===== src/rtl/sfcf_pkg.sv =====
// Shared types, constants and the coefficient table of the stereo fast-convolution FIR.
// Depends on nothing; every other file of the block uses it by scoped names.
package sfcf_pkg;

  // Width of every sample field on the channels.
  localparam int FIELD_BITS = 16;

  // Width of the wrapping product accumulator.
  localparam int ACC_BITS = 40;

  // Number of tabulated coefficients; taps beyond the table are zero.
  localparam int TABLE_LEN = 64;

  // Symmetric low-pass filter, Q1.15, rounded to nearest.
  localparam int COEF_Q15 [TABLE_LEN] = '{
        26,   24,   17,    4,  -14,  -37,  -61,  -80,
       -83,  -65,  -20,   50,  135,  217,  274,  279,
       214,   73, -135, -378, -607, -764, -785, -620,
      -238,  358, 1130, 2008, 2896, 3687, 4281, 4599,
      4599, 4281, 3687, 2896, 2008, 1130,  358, -238,
      -620, -785, -764, -607, -378, -135,   73,  214,
       279,  274,  217,  135,   50,  -20,  -65,  -83,
       -80,  -61,  -37,  -14,    4,   17,   24,   26
  };

  // Sequencer states.
  typedef enum logic [1:0] {
    ST_IDLE,
    ST_MAC,
    ST_FIN
  } state_t;

  // Per-cycle commands from the sequencer to both lanes.
  typedef struct packed {
    logic load;    // capture a new sample, clear the accumulator
    logic issue;   // fetch the next operand
    logic first;   // operand is the new sample, not the history
    logic mul;     // form the product
    logic acc;     // add the product into the accumulator
    logic commit;  // push the sample into the history
  } lane_ctl_t;

  // Coefficient of tap k scaled to cb bits: shift left for wide coefficients,
  // round to nearest (ties up) for narrow ones.
  function automatic int coef_value(input int k, input int cb);
    int q;
    int s;
    if (k < 0 || k >= TABLE_LEN) begin
      return 0;
    end
    q = COEF_Q15[k];
    if (cb >= 16) begin
      return q <<< (cb - 16);
    end
    s = 16 - cb;
    return (q + (1 <<< (s - 1))) >>> s;
  endfunction

endpackage


===== src/rtl/sfcf_in_if.sv =====
// Input channel of the stereo fast-convolution FIR: one stereo sample pair per transaction.
// Depends on sfcf_pkg for the field width.
interface sfcf_in_if;
  logic                                  valid;
  logic                                  ready;
  logic signed [sfcf_pkg::FIELD_BITS-1:0] chan_a_in;
  logic signed [sfcf_pkg::FIELD_BITS-1:0] chan_b_in;

  modport source (output valid, output chan_a_in, output chan_b_in, input ready);
  modport sink   (input valid, input chan_a_in, input chan_b_in, output ready);
endinterface


===== src/rtl/sfcf_out_if.sv =====
// Output channel of the stereo fast-convolution FIR: one filtered pair per transaction.
// Depends on sfcf_pkg for the field width.
interface sfcf_out_if;
  logic                                  valid;
  logic                                  ready;
  logic signed [sfcf_pkg::FIELD_BITS-1:0] chan_a_out;
  logic signed [sfcf_pkg::FIELD_BITS-1:0] chan_b_out;

  modport source (output valid, output chan_a_out, output chan_b_out, input ready);
  modport sink   (input valid, input chan_a_out, input chan_b_out, output ready);
endinterface


===== src/rtl/sfcf_lane.sv =====
// One filter lane: rotating history line, multiplier and 40-bit accumulator,
// followed by truncation toward zero and saturation. Depends on sfcf_pkg.
module sfcf_lane #(
  parameter int TAP_COUNT   = 64,
  parameter int SAMPLE_BITS = 16,
  parameter int COEFF_BITS  = 16
) (
  input  logic                          clk,
  input  logic                          rst,
  input  sfcf_pkg::lane_ctl_t           ctl,
  input  logic signed [SAMPLE_BITS-1:0] sample,
  input  logic signed [COEFF_BITS-1:0]  coef,
  output logic signed [SAMPLE_BITS-1:0] result
);

  localparam int HIST_LEN  = TAP_COUNT - 1;
  localparam int PROD_BITS = SAMPLE_BITS + COEFF_BITS;
  localparam int ACC_W     = sfcf_pkg::ACC_BITS;
  localparam int SHIFT     = COEFF_BITS - 1;
  localparam logic signed [ACC_W-1:0] BIAS =
    ACC_W'((longint'(1) <<< SHIFT) - longint'(1));
  localparam logic signed [ACC_W-1:0] LIM_HI =
    ACC_W'((longint'(1) <<< (SAMPLE_BITS - 1)) - longint'(1));
  localparam logic signed [ACC_W-1:0] LIM_LO = -LIM_HI - ACC_W'(1);

  logic signed [SAMPLE_BITS-1:0] x;
  logic signed [SAMPLE_BITS-1:0] hist [HIST_LEN];
  logic signed [SAMPLE_BITS-1:0] opnd;
  logic signed [PROD_BITS-1:0]   prod;
  logic signed [ACC_W-1:0]       acc;
  logic signed [ACC_W-1:0]       quot;

  // History line: rotate one place per history operand fetch, shift in on commit.
  always_ff @(posedge clk) begin
    if (rst) begin
      for (int i = 0; i < HIST_LEN; i++) begin
        hist[i] <= '0;
      end
    end else if (ctl.commit) begin
      hist[0] <= x;
      for (int i = 1; i < HIST_LEN; i++) begin
        hist[i] <= hist[i-1];
      end
    end else if (ctl.issue && !ctl.first) begin
      for (int i = 0; i < HIST_LEN - 1; i++) begin
        hist[i] <= hist[i+1];
      end
      hist[HIST_LEN-1] <= hist[0];
    end
  end

  // Datapath: operand fetch, product, accumulate.
  always_ff @(posedge clk) begin
    if (ctl.load) begin
      x <= sample;
    end
    if (ctl.issue) begin
      opnd <= ctl.first ? x : hist[0];
    end
    if (ctl.mul) begin
      prod <= coef * opnd;
    end
    if (ctl.load) begin
      acc <= '0;
    end else if (ctl.acc) begin
      acc <= acc + ACC_W'(prod);
    end
  end

  // Truncate toward zero, then saturate.
  always_comb begin
    quot = (acc[ACC_W-1] ? acc + BIAS : acc) >>> SHIFT;
    priority if (quot > LIM_HI) begin
      result = LIM_HI[SAMPLE_BITS-1:0];
    end else if (quot < LIM_LO) begin
      result = LIM_LO[SAMPLE_BITS-1:0];
    end else begin
      result = quot[SAMPLE_BITS-1:0];
    end
  end

endmodule


===== src/rtl/sfcf_merge.sv =====
// Merging stage: joins the two lane results into one output transaction and holds it
// in the output register until taken. Depends on sfcf_pkg and sfcf_out_if.
module sfcf_merge #(
  parameter int SAMPLE_BITS = 16
) (
  input  logic                          clk,
  input  logic                          rst,
  input  logic                          load,
  input  logic signed [SAMPLE_BITS-1:0] res_a,
  input  logic signed [SAMPLE_BITS-1:0] res_b,
  output logic                          can_load,
  sfcf_out_if.source                    result_ch
);

  localparam int FB = sfcf_pkg::FIELD_BITS;
  localparam int MW = (SAMPLE_BITS > FB) ? SAMPLE_BITS : FB;

  logic [MW-1:0] wide_a;
  logic [MW-1:0] wide_b;
  logic          valid;

  // Zero above the sample width, drop bits beyond the field.
  assign wide_a   = MW'($unsigned(res_a));
  assign wide_b   = MW'($unsigned(res_b));
  assign can_load = !valid || result_ch.ready;

  always_ff @(posedge clk) begin
    if (rst) begin
      valid <= 1'b0;
    end else if (load) begin
      valid <= 1'b1;
    end else if (result_ch.ready) begin
      valid <= 1'b0;
    end
  end

  always_ff @(posedge clk) begin
    if (load) begin
      result_ch.chan_a_out <= $signed(wide_a[FB-1:0]);
      result_ch.chan_b_out <= $signed(wide_b[FB-1:0]);
    end
  end

  assign result_ch.valid = valid;

endmodule


===== src/rtl/stereo_fast_convolution_fir.sv =====
// Top level of the stereo fast-convolution FIR: sequencer, shared coefficient fetch,
// two filter lanes and the merging stage. Depends on sfcf_pkg, both interfaces and submodules.

// One stereo pair enters per transaction and one filtered pair leaves for it, in order.
// Both channels run through the same real TAP_COUNT-tap low-pass filter (linear
// convolution, history zero after reset) in two lanes that work side by side; the
// merging stage packs the two results into the output register. Each lane does one
// multiply-accumulate per tap per cycle. A pair goes through one accept step, TAP_COUNT
// operand fetches, the drain of the multiplier and accumulator registers, and one
// finalize step that moves the result into the output register; a new pair is accepted
// only once that finalize step is done. A waiting result does not block the next pair;
// the finalize step waits only if the previous result is still held. Coefficients are
// Q1.15 scaled to COEFF_BITS, products sum in a 40-bit wrapping accumulator, and the
// sum is truncated toward zero and saturated.
module stereo_fast_convolution_fir #(
  parameter int TAP_COUNT   = 64,
  parameter int SAMPLE_BITS = 16,
  parameter int COEFF_BITS  = 16
) (
  input  logic       clk,
  input  logic       rst,
  sfcf_in_if.sink    sample_ch,
  sfcf_out_if.source result_ch
);

  localparam int FB    = sfcf_pkg::FIELD_BITS;
  localparam int MW    = (SAMPLE_BITS > FB) ? SAMPLE_BITS : FB;
  localparam int CNT_W = $clog2(TAP_COUNT + 2);

  sfcf_pkg::state_t    state;
  sfcf_pkg::state_t    state_next;
  logic [CNT_W-1:0]    cnt;
  logic [CNT_W-1:0]    cnt_next;
  sfcf_pkg::lane_ctl_t ctl;
  logic signed [COEFF_BITS-1:0]  coef;
  logic signed [SAMPLE_BITS-1:0] sample_a;
  logic signed [SAMPLE_BITS-1:0] sample_b;
  logic signed [SAMPLE_BITS-1:0] res_a;
  logic signed [SAMPLE_BITS-1:0] res_b;
  logic [MW-1:0]       in_wide_a;
  logic [MW-1:0]       in_wide_b;
  logic                can_load;
  logic                accept;

  // Keep the low SAMPLE_BITS of each field; wider samples see the field zero-extended.
  assign in_wide_a = MW'($unsigned(sample_ch.chan_a_in));
  assign in_wide_b = MW'($unsigned(sample_ch.chan_b_in));
  assign sample_a  = $signed(in_wide_a[SAMPLE_BITS-1:0]);
  assign sample_b  = $signed(in_wide_b[SAMPLE_BITS-1:0]);

  assign sample_ch.ready = (state == sfcf_pkg::ST_IDLE);
  assign accept          = sample_ch.valid && sample_ch.ready;

  // State register and tap counter.
  always_ff @(posedge clk) begin
    if (rst) begin
      state <= sfcf_pkg::ST_IDLE;
      cnt   <= '0;
    end else begin
      state <= state_next;
      cnt   <= cnt_next;
    end
  end

  // Sequencer: fetch taps 0..TAP_COUNT-1, drain the multiplier and accumulator,
  // then hand the result to the merging stage and commit the sample to history.
  always_comb begin
    state_next = state;
    cnt_next   = cnt;
    ctl        = '0;
    unique case (state)
      sfcf_pkg::ST_IDLE: begin
        ctl.load = accept;
        if (accept) begin
          state_next = sfcf_pkg::ST_MAC;
          cnt_next   = '0;
        end
      end
      sfcf_pkg::ST_MAC: begin
        ctl.issue = (cnt < CNT_W'(TAP_COUNT));
        ctl.first = (cnt == '0);
        ctl.mul   = (cnt >= CNT_W'(1)) && (cnt <= CNT_W'(TAP_COUNT));
        ctl.acc   = (cnt >= CNT_W'(2));
        if (cnt == CNT_W'(TAP_COUNT + 1)) begin
          state_next = sfcf_pkg::ST_FIN;
        end else begin
          cnt_next = cnt + CNT_W'(1);
        end
      end
      sfcf_pkg::ST_FIN: begin
        // Hold until the output register is free or being emptied.
        ctl.commit = can_load;
        if (can_load) begin
          state_next = sfcf_pkg::ST_IDLE;
        end
      end
      default: begin
        state_next = sfcf_pkg::ST_IDLE;
      end
    endcase
  end

  // Shared coefficient fetch, registered beside the lane operands.
  always_ff @(posedge clk) begin
    if (ctl.issue) begin
      coef <= COEFF_BITS'(sfcf_pkg::coef_value(int'(cnt), COEFF_BITS));
    end
  end

  sfcf_lane #(
    .TAP_COUNT  (TAP_COUNT),
    .SAMPLE_BITS(SAMPLE_BITS),
    .COEFF_BITS (COEFF_BITS)
  ) u_lane_a (
    .clk   (clk),
    .rst   (rst),
    .ctl   (ctl),
    .sample(sample_a),
    .coef  (coef),
    .result(res_a)
  );

  sfcf_lane #(
    .TAP_COUNT  (TAP_COUNT),
    .SAMPLE_BITS(SAMPLE_BITS),
    .COEFF_BITS (COEFF_BITS)
  ) u_lane_b (
    .clk   (clk),
    .rst   (rst),
    .ctl   (ctl),
    .sample(sample_b),
    .coef  (coef),
    .result(res_b)
  );

  sfcf_merge #(
    .SAMPLE_BITS(SAMPLE_BITS)
  ) u_merge (
    .clk      (clk),
    .rst      (rst),
    .load     (ctl.commit),
    .res_a    (res_a),
    .res_b    (res_b),
    .can_load (can_load),
    .result_ch(result_ch)
  );

  // An accepted pair starts the tap sweep at tap zero.
  a_accept_starts: assert property (@(posedge clk) disable iff (rst)
    accept |=> (state == sfcf_pkg::ST_MAC) && (cnt == '0))
    else $error("tap sweep did not start after accepting a pair");

  // The tap counter never runs past the drain cycles.
  a_cnt_bound: assert property (@(posedge clk) disable iff (rst)
    (state == sfcf_pkg::ST_MAC) |-> (cnt <= CNT_W'(TAP_COUNT + 1)))
    else $error("tap counter out of range");

  // A new result appears only right after a finalize step.
  a_result_from_fin: assert property (@(posedge clk) disable iff (rst)
    $rose(result_ch.valid) |-> $past(state == sfcf_pkg::ST_FIN))
    else $error("result presented without a finalize step");

  // History is committed only while the output register can take the result.
  a_commit_free: assert property (@(posedge clk) disable iff (rst)
    ctl.commit |-> (!result_ch.valid || result_ch.ready))
    else $error("result committed over an untaken result");

endmodule

===== src/flat_wrapper.sv =====
// flat-port wrapper written by rule: the top's interface ports become plain ports
module stereo_fast_convolution_fir_flat 
#(
  parameter int TAP_COUNT   = 64,
  parameter int SAMPLE_BITS = 16,
  parameter int COEFF_BITS  = 16
)
  (clk, rst, sample_ch_valid, sample_ch_chan_a_in, sample_ch_chan_b_in, sample_ch_ready, result_ch_valid, result_ch_chan_a_out, result_ch_chan_b_out, result_ch_ready);
  sfcf_in_if sample_ch_i ();
  sfcf_out_if result_ch_i ();
  input  logic clk;
  input  logic rst;
  input wire logic [$bits(sample_ch_i.valid)-1:0] sample_ch_valid;
  input wire logic [$bits(sample_ch_i.chan_a_in)-1:0] sample_ch_chan_a_in;
  input wire logic [$bits(sample_ch_i.chan_b_in)-1:0] sample_ch_chan_b_in;
  output wire logic [$bits(sample_ch_i.ready)-1:0] sample_ch_ready;
  output wire logic [$bits(result_ch_i.valid)-1:0] result_ch_valid;
  output wire logic [$bits(result_ch_i.chan_a_out)-1:0] result_ch_chan_a_out;
  output wire logic [$bits(result_ch_i.chan_b_out)-1:0] result_ch_chan_b_out;
  input wire logic [$bits(result_ch_i.ready)-1:0] result_ch_ready;
  assign sample_ch_i.valid = sample_ch_valid;
  assign sample_ch_i.chan_a_in = sample_ch_chan_a_in;
  assign sample_ch_i.chan_b_in = sample_ch_chan_b_in;
  assign sample_ch_ready = sample_ch_i.ready;
  assign result_ch_valid = result_ch_i.valid;
  assign result_ch_chan_a_out = result_ch_i.chan_a_out;
  assign result_ch_chan_b_out = result_ch_i.chan_b_out;
  assign result_ch_i.ready = result_ch_ready;
  stereo_fast_convolution_fir #(.TAP_COUNT(TAP_COUNT), .SAMPLE_BITS(SAMPLE_BITS), .COEFF_BITS(COEFF_BITS)) u_core (.clk(clk), .rst(rst), .sample_ch(sample_ch_i), .result_ch(result_ch_i));
endmodule

===== config.mk =====
export PLATFORM = sky130hd
export DESIGN_NAME = stereo_fast_convolution_fir_flat
export DESIGN_NICKNAME = d
export VERILOG_FILES = /design/src/rtl/sfcf_pkg.sv /design/src/rtl/sfcf_in_if.sv /design/src/rtl/sfcf_out_if.sv /design/src/rtl/sfcf_lane.sv /design/src/rtl/sfcf_merge.sv /design/src/rtl/stereo_fast_convolution_fir.sv /design/src/flat_wrapper.sv
export SDC_FILE = /design/constraint.sdc
export NUM_CORES = 2
export LEC_CHECK = 0
export ABC_AREA = 1
export BUFFER_PORTS_ARGS = -buffer_cell sky130_fd_sc_hd__clkbuf_2
export CAP_MARGIN = 15
export CORE_ASPECT_RATIO = 0.9
export CORE_MARGIN = 1
export CORE_UTILIZATION = 31
export CTS_BUF_LIST = sky130_fd_sc_hd__clkbuf_4 sky130_fd_sc_hd__clkbuf_8 sky130_fd_sc_hd__clkbuf_16
export CTS_CLUSTER_DIAMETER = 120
export CTS_CLUSTER_SIZE = 30
export DETAILED_ROUTE_END_ITERATION = 8
export PLACE_DENSITY = 0.43
export SLEW_MARGIN = 10
export SYNTH_ARGS = -nofsm -noshare
export SYNTH_HDL_FRONTEND = slang
export SYNTH_SLANG_ARGS = --single-unit
export TNS_END_PERCENT = 1

===== constraint.sdc =====
create_clock -name clk -period 76.4 [get_ports clk]
set_input_delay 3.82 -clock clk [delete_from_list [all_inputs] [get_ports clk]]
set_output_delay 3.82 -clock clk [all_outputs]
set_load 0.02 [all_outputs]

==> reports/qor.csv <==
stage,metric,value,unit
run_status,outcome,completed,
timing,period_share,0.115,
logic_synthesis,yosysWarningCount,0,
logic_synthesis,synth-seq-cells,2280,
global_route,grt.met1_usage,0.224,
logic_synthesis,netlist_area,126000,um2
global_route,grt_pass1_wl,492,mm
place,hpwl,209,mm
worst_setup_path,crit_type,primary input to register,
min_path,holdPathEnd,u_core.u_lane_a.acc[0],
logic_synthesis,syn-num-nets,13100,
finish,final_area,133000,um2
global_route,grt_usage,0.150,
logic_synthesis,synth_cells,12300,
power,comb_power_share,0.538,
place,dpl_cell_area,130000,um2
floorplan,ioPinCount,70,
logic_synthesis,ys_seq_area_frac,0.538,
clock_tree,cts_resized,0,
finish,layout_commonest_cell,inv_1,
drt,drt-total-wl,312,mm
logic_synthesis,synthArstFlopShare,0,
timing,timing.fmax,0.114,GHz
worst_setup_path,reg2reg_depth,14,
min_path,hp-class,register to register,
worst_setup_path,crit_required,76.78,ns
floorplan,rows,221,
timing,rsz0062_at_grt,false,
worst_setup_path,r2r_setup_slack,69.19,ns
logic_synthesis,synth.distinct_cells,52,
timing,setup_viol,0,
drt,wire_per_inst,18.0,um
drt,ant_nets,0,
timing,finalHoldViolCount,0,
worst_setup_path,startpoint_type,primary input,
worst_setup_path,r2r-end,u_core.u_lane_a.hist[1][65],
global_route,antenna_found_initial,4,
logic_synthesis,synth_edf_count,2190,
worst_setup_path,crit_arrival,9.14,ns
power,p_leak,60.3,nW
min_path,min_path_cells,2,
floorplan,die-area,408000,um2
clock_tree,path_clk_slew,0.12,ns
drt,drcViolationCount,0,
finish,drive_gt1_frac,0.0288,
global_route,grt_pass1_vias,82800,
drt,dr_total_vias,82300,
clock_tree,clock_path_buffers,3,
drt,first_pass_iters,6,
finish,syn2layout_area_growth,5.76,%
floorplan,die_x,673,um
floorplan,start_util,0.312,
logic_synthesis,yosysTopAreaCellShare,0.523,
finish,nets,12700,
global_route,grt_overflow,0,
clock_tree,htreeDepth,3,
power,p_seq_frac,0.341,
clock_tree,post_cts_buffers,0,
place,port_buffers,69,
job,drv_cap,0,
logic_synthesis,synthTopCellsByArea,"edfxtp_1 52%, inv_1 9.2%, fa_1 7.8%",
min_path,hold_path.startpoint,u_core.u_lane_a.acc[0],
clock_tree,clockRootBuffer,clkbuf_16,
power,vdd_drop_max,0.0641,mV
power,p_sw_frac,0.438,
power,power-per-cell-area,40.2,nW/um2
finish,mostFrequentLayoutCells,"3078 x inv_1, 2190 x edfxtp_1, 1148 x nand2_1",
power,p_switching,0.00234,W
timing,worstMarginPinSlew,1.30,ns
clock_tree,cts_sinks,2280,
timing,period_minus_slack,8.76,ns
power,clkPwrFrac,0.121,
global_route,grt_max_degree,200,
clock_tree,hold_buffers,0,
place,gp_congestion,0.818,
clock_tree,cts_tree,done,
power,internal_power,0.00300,W
drt,vias_per_cell,4.76,
logic_synthesis,synth_ff_type,edfxtp_1,
worst_setup_path,crit_fanout,199,
timing,drv_slew,0,
clock_tree,clk_latency,0.82,ns
drt,drt_iter0_markers,6938,
worst_setup_path,r2r-start,u_core.cnt[0],
timing,max_slew_margin,0.131,
global_route,gr-usage-met3,0.0133,
timing,setup-tns-final,0,ns
worst_setup_path,worstSetupEndpointType,register,
global_route,use_met2,0.239,
floorplan,dieHeight,606,um
clock_tree,cts_made_buffers,91,
timing,fin_skew,0.0636,ns
logic_synthesis,synth_top_area_cell,edfxtp_1,
global_route,busiest_layer,met2,
logic_synthesis,synth.avg_cell_area,10.2,um2
floorplan,core-area,403000,um2
[worst max-delay path: stages]
cell      delay, ns
clkbuf_2       0.29
clkinv_2       0.29
nand3_4        0.43
buf_4          0.73
buf_4          0.75
buf_4          0.68
buf_4          0.80
buf_12         0.68
[per-layer routing]
metal / wire, um / part of all wire
met3: 10300 / 0.033
met2: 141000 / 0.45
met4: 4640 / 0.015
met1: 156000 / 0.50
met5: 0 / 0
[cell usage after synthesis (2+ instances only)]
cell	n
inv_1	3079
edfxtp_1	2190
nand2_1	1151
o21ai_1	1051
o22ai_1	939
o21a_1	924
fa_1	488
nor2_1	352
clkbuf_1	341
o21ai_0	316
ha_1	248
a21oi_1	246
buf_2	226
nand3_1	211
xor2_1	92
dfxtp_1	90
buf_6	85
nor3_1	48
xnor2_1	44
nand4_1	32
buf_1	23
a31oi_1	16
inv_2	16
a21o_1	15
o211ai_1	13
buf_4	11
nor4_1	11
o21bai_1	9
or2_2	7
a211oi_1	6
a41oi_1	4
nand2_2	4
nor2_2	4
a221oi_1	3
clkinv_1	3
a21boi_0	2
a21boi_1	2
and2_1	2
inv_4	2
nand3b_1	2
nor3b_1	2
o2111ai_1	2
o221ai_1	2
[final cells by class]
cell class,count,area [um2]
sequential,2280,67600
multi-input combinational,6257,43000
fill,41300,270000
tap,5352,6700
inverter,3100,11700
timing repair buffer,176,1250
clock buffer,103,2380
antenna,2,5.00
clock inverter,19,344
[metrics by stage]
| stage | cells | utilization | hold slack (ns) | setup slack, ns | total power, W |
|---|---|---|---|---|---|
| after global routing | 17300 | 0.330 | 0.504 | 67.53 | 0.00585 |
| after CTS | 17300 | 0.330 | 0.475 | 67.87 | 0.00542 |
| after global placement | 17200 | 0.323 | 0.454 | 67.14 | 0.00473 |
| after detailed placement | 17200 | 0.323 | 0.457 | 66.98 | 0.00475 |
| final | 17300 | 0.330 | 0.471 | 67.64 | 0.00534 |
| after floorplan | 12300 | - | 0.436 | 40.44 | 0.00411 |
[power by group through the flow]
| stage | clock network [W] | logic, W | registers [W] |
|---|---|---|---|
| after floorplan | 0 | 0.00216 | 0.00195 |
| after global placement | 0 | 0.00288 | 0.00185 |
| after detailed placement | 0 | 0.00289 | 0.00185 |
| after CTS | 0.000680 | 0.00291 | 0.00182 |
| after global routing | 0.000710 | 0.00329 | 0.00184 |
| final | 0.000646 | 0.00287 | 0.00182 |
[cell families (layout without fill, tap and decap cells)]
group / count (synthesis) / in the layout / share of synthesized area
buffers and inverters: 3786 / 3398 / 0.121
AO/OA/AOI/OAI: 3556 / 3556 / 0.171
flip-flops: 2280 / 2280 / 0.538
AND/OR/NAND/NOR: 1829 / 1829 / 0.0588
adder cells (fa/ha/maj): 736 / 736 / 0.102
XOR/XNOR: 136 / 136 / 0.00948
other: 0 / 2 / 0
[flip-flops by register name, indices dropped and copies added, names as in the netlist]
register,count
u_core.u_lane_b.opnd,16
u_core.cnt,7
u_core.coef,14
u_core.u_merge.result_ch.chan_a_out,16
u_core.u_lane_b.acc,40
u_core.u_lane_a.opnd,16
u_core.u_lane_a.hist,1008
u_core.state,2
u_core.u_lane_b.prod,32
u_core.u_lane_b.hist,1008
u_core.u_lane_b.x,16
u_core.u_lane_a.acc,40
u_core.u_merge.result_ch.chan_b_out,16
u_core.u_lane_a.x,16
u_core.u_merge.result_ch.valid,1
u_core.u_lane_a.prod,32
[worst max path at each step]
stage | slack [ns] | cells after the start | endpoint | startpoint
floorplan | 40.44 | 5 | u_core.u_lane_a.hist[0][100] | rst
global placement | 67.14 | 10 | u_core.u_lane_a.hist[1][321] | result_ch_ready
detailed placement | 66.98 | 10 | u_core.u_lane_a.hist[1][341] | result_ch_ready
CTS | 67.87 | 10 | u_core.u_lane_a.hist[1][389] | result_ch_ready
global route | 67.53 | 10 | u_core.u_lane_a.hist[1][193] | result_ch_ready
finish | 67.64 | 8 | u_core.u_lane_a.hist[1][65] | rst
Note: power is estimated with default switching activity, not from simulation.
